==> config.mk <==
export PLATFORM = sky130hd
export DESIGN_NAME = shc_ram
export DESIGN_NICKNAME = d
export VERILOG_FILES = /design/src/hdl/shc_ram.sv
export SDC_FILE = /design/constraint.sdc
export NUM_CORES = 1
export LEC_CHECK = 0
export BUFFER_PORTS_ARGS = -buffer_cell sky130_fd_sc_hd__buf_2
export CORE_ASPECT_RATIO = 1.1
export CORE_MARGIN = 2
export CORE_UTILIZATION = 54
export DETAILED_ROUTE_END_ITERATION = 8
export HOLD_SLACK_MARGIN = 0.03
export PLACE_DENSITY = 0.84
export SLEW_MARGIN = 30
export SYNTH_ARGS = -nofsm -noshare
export SYNTH_HDL_FRONTEND = slang
export SYNTH_SLANG_ARGS = --single-unit
==> constraint.sdc <==
create_clock -name clock -period 1.5 [get_ports clock]
set_input_delay 0.15 -clock clock [delete_from_list [all_inputs] [get_ports clock]]
set_output_delay 0.15 -clock clock [all_outputs]
set_load 0.01 [all_outputs]
==> src/hdl/shc_ram.sv <==
module shc_ram #(
   parameter int WIDTH = 8,
   parameter int DEPTH = 16
) (
   input  logic                     clock,
   input  logic                     we,
   input  logic [$clog2(DEPTH)-1:0] waddr,
   input  logic [WIDTH-1:0]         wdata,
   input  logic [$clog2(DEPTH)-1:0] raddr,
   output logic [WIDTH-1:0]         rdata
);

   logic [WIDTH-1:0] mem [DEPTH];

   always_ff @(posedge clock) begin
      if (we) begin
         mem[waddr] <= wdata;
      end
      rdata <= mem[raddr];
   end

endmodule

==> results.md <==
- TNS Setup: 0 ps
- Final Cycle Share: 0.9567
- # fillers: ~560
- Critical Path AT: 1830 ps
- Worst Reg2Reg Path Length in Cells: 3
- Post-synth top cells: 128 x edfxtp_1, 18 x mux4_2, 16 x a22oi_1
- Drt drc: 0
- Final cell count without fillers: around 420
- Clk sinks: 136
- Largest area contributor in the netlist: edfxtp_1
- Vias in the first global route: approximately 2600
- Routed len/inst: 25.25 um
- Post-Synth Simple-Gate Area: 0.03184
- Compound-Gate Fraction of Synth Area: 0.02333
- Power Dens Cells: roughly 1400 nW/um2
- Reg clk slew, reported paths: 60 ps
- Critical path cell sequence: mux4_1, a22oi_1, nand2_1
- # diodes: 0
- Count of state elements after synthesis: between 100 and 150
- Min-delay worst type: primary input to flip-flop
- Mapped Area: ~5000 um2
- Final hold slack: between 150 and 200 ps
- Yosys cell types: 19
- Horiz. Die Dim: between 90 and 100 um
- Core area: 9305 um2
- Ys flop type: edfxtp_1
- CP max stage delay: between 500 and 600 ps
- Hold Path Depth: 3
- Mapped Cells: 229
- Worst Setup Slack, final: 64.91 ps
- Most numerous cell in the Yosys netlist: edfxtp_1
- Worst slew margin: 0.4717
- Area grow syn2layout: 19.91%
- Worst-Skew Late Latency: 510 ps
- First-pass GRT wire length: 15930 um
- Max VDD drop: about 960 uV
- Clock Path Buffers: 2
- Via density: between 6 and 7
- Post-DP HPWL: 6080 um
- Max Cap Viol: 0
- Largest net degree at the start of global routing: 33
- Top-area cell type share of the netlist area: 0.7467
- Mapped Nets: 247
- Number of cell rows: 37
- RSZ-0062 raised after global routing: no
- DIE AREA: 10330 um2
- Sequential share of the synthesized area: 0.7778
- Setup Viol. Count Final: 0
- Initial antenna violation count: 0
- Least-Margin Pin Slew: 789.5 ps
- Die Height: 106.4 um
- HP Start: waddr[0]
- Total of warnings raised by yosys: 0
- Final hold vios: 0
- Ranking of synthesized cells by area: edfxtp_1 75%, mux4_2 7.9%, mux4_1 7.1%
- Final Skew: 9.291 ps
- Starting DRT DRC Count: 292
- CP Max Fanout: 1
- Share of layout cells above drive strength 1: 0.3180
- Critical path class: flip-flop to flip-flop
- Largest family of logic cells by synthesized area: multiplexers
- Htree depth: 4
- Syn_area_per_cell: 22.48 um2
- Mux contribution to synthesized area: 0.1502
- Nets@finish: between 300 and 400
- DP Worst Slack: -79.27 ps
- Final GP Congestion: 0.7225
- Asr flop ratio synth: 0
- XOR/XNOR Fraction of Synth Area: 0
- Leak pwr: 2.114 nW
- Initial Util: 0.5532
- Origin of the critical flop-to-flop path: mem[9][5]
- Synth Area in Adders: 0
- EDFF count, synth: 128
- Slew Viols, Final: 0
- Dpl cells: ~380
- Worst path depth: 3
- Cell family with most CP delay: multiplexers
- IO buf count: 25
- Total gr overflow: 0
- CTS tree: yes
- All-Layer GR Usage: 0.2238
- Critical path's slowest cell: mux4_1
- Root cell of the clock tree: clkbuf_8
- Final Util: 0.6633
- Post-route ant nets: 0
- Critical Path RT: between 1500 and 2000 ps
- CP endpoint kind: flip-flop
- Drt first pass iters: 4
- Startpoint class of the critical path: flip-flop
- Critical Path Start: mem[9][5]
- Outcome: complete, no violations
- Fmax: 696.8 MHz
- Tmin final: 1435 ps
- # IOs: 26
- Via count: 2544
- Worst path bufs/invs: 0
- CTS buffer count: 17
- Total wire length: between 10000 and 15000 um
timing repair:
item / CTS / global route
buffers inserted: 0 / 0
endpoints found under the hold margin: 128 / 0
hold buffers: 8 / 0
resized for setup: 0 / 0
worst paths after layout:
check / to / slack [ps]
max: rdata[5] / 60
min: mem[0][2] / 190
max reg2reg: rdata[5] / 60
min reg2reg: rdata[5] / 690
flip-flops by register name, indices dropped and copies added, names as in the netlist:
name and cells:
rdata 8, mem 128
placed cells by master (no fill, tap or decap), drive strengths merged:
cell type and count:
nor3 4, inv 5, nor2b 1, bufinv 1, clkinv 5, edfxtp 128
and2 1, mux4 32, nand2 9, dfxtp 8, buf 46, nand2b 2
or3b 1, nand3b 2, and2b 1, dlygate4sd3 8, clkinvlp 4, clkbuf 17
nor2 13, a22oi 16, nand3 1
metal layers:
metal	vias to the layer above	share of wire	GRT usage
met5	-	0	0
met4	0	0.026	0.09256
li1	1103	-	-
met2	140	0.53	0.3720
met1	1281	0.36	0.2779
met3	20	0.085	0.06706
where the power goes:
group / internal, mW / total, mW / switching (mW)
combinational: 0.192 / 0.428 / 0.236
clock: 2.23 / 3.85 / 1.63
sequential: 4.25 / 4.28 / 0.0310
tightest hold or removal path, cell delays in order:
cell    delay, ps
buf_2         140
nor3_2         60
buf_4         170
cell type report:
type / count / area, um2 / share of cell area
repair buffers: 54 / 400.4 / 0.06487
multi-input cells: 83 / 1062 / 0.1721
clock buffers: 17 / 414.1 / 0.06710
well taps: 117 / 146.4 / 0.02372
flip-flops and latches: 136 / 4004 / 0.6487
clock inverters: 15 / 145.1 / 0.02352
stage by stage:
step | power [mW] | instance area (um2)
2_1_floorplan | 4.574 | 5152
3_3_place_gp | 4.740 | 5533
3_5_place_dp | 4.761 | 5533
4_1_cts | 8.633 | 6172
5_1_grt | 8.849 | 6172
6_report | 8.563 | 6172
kinds of logic after synthesis:
logic type | after synthesis
AND/OR/NAND/NOR | 35
flip-flops | 136
multiplexers | 32
buffers and inverters | 10
AO/OA/AOI/OAI | 16
No activity file was read; power rests on OpenSTA's default activity.
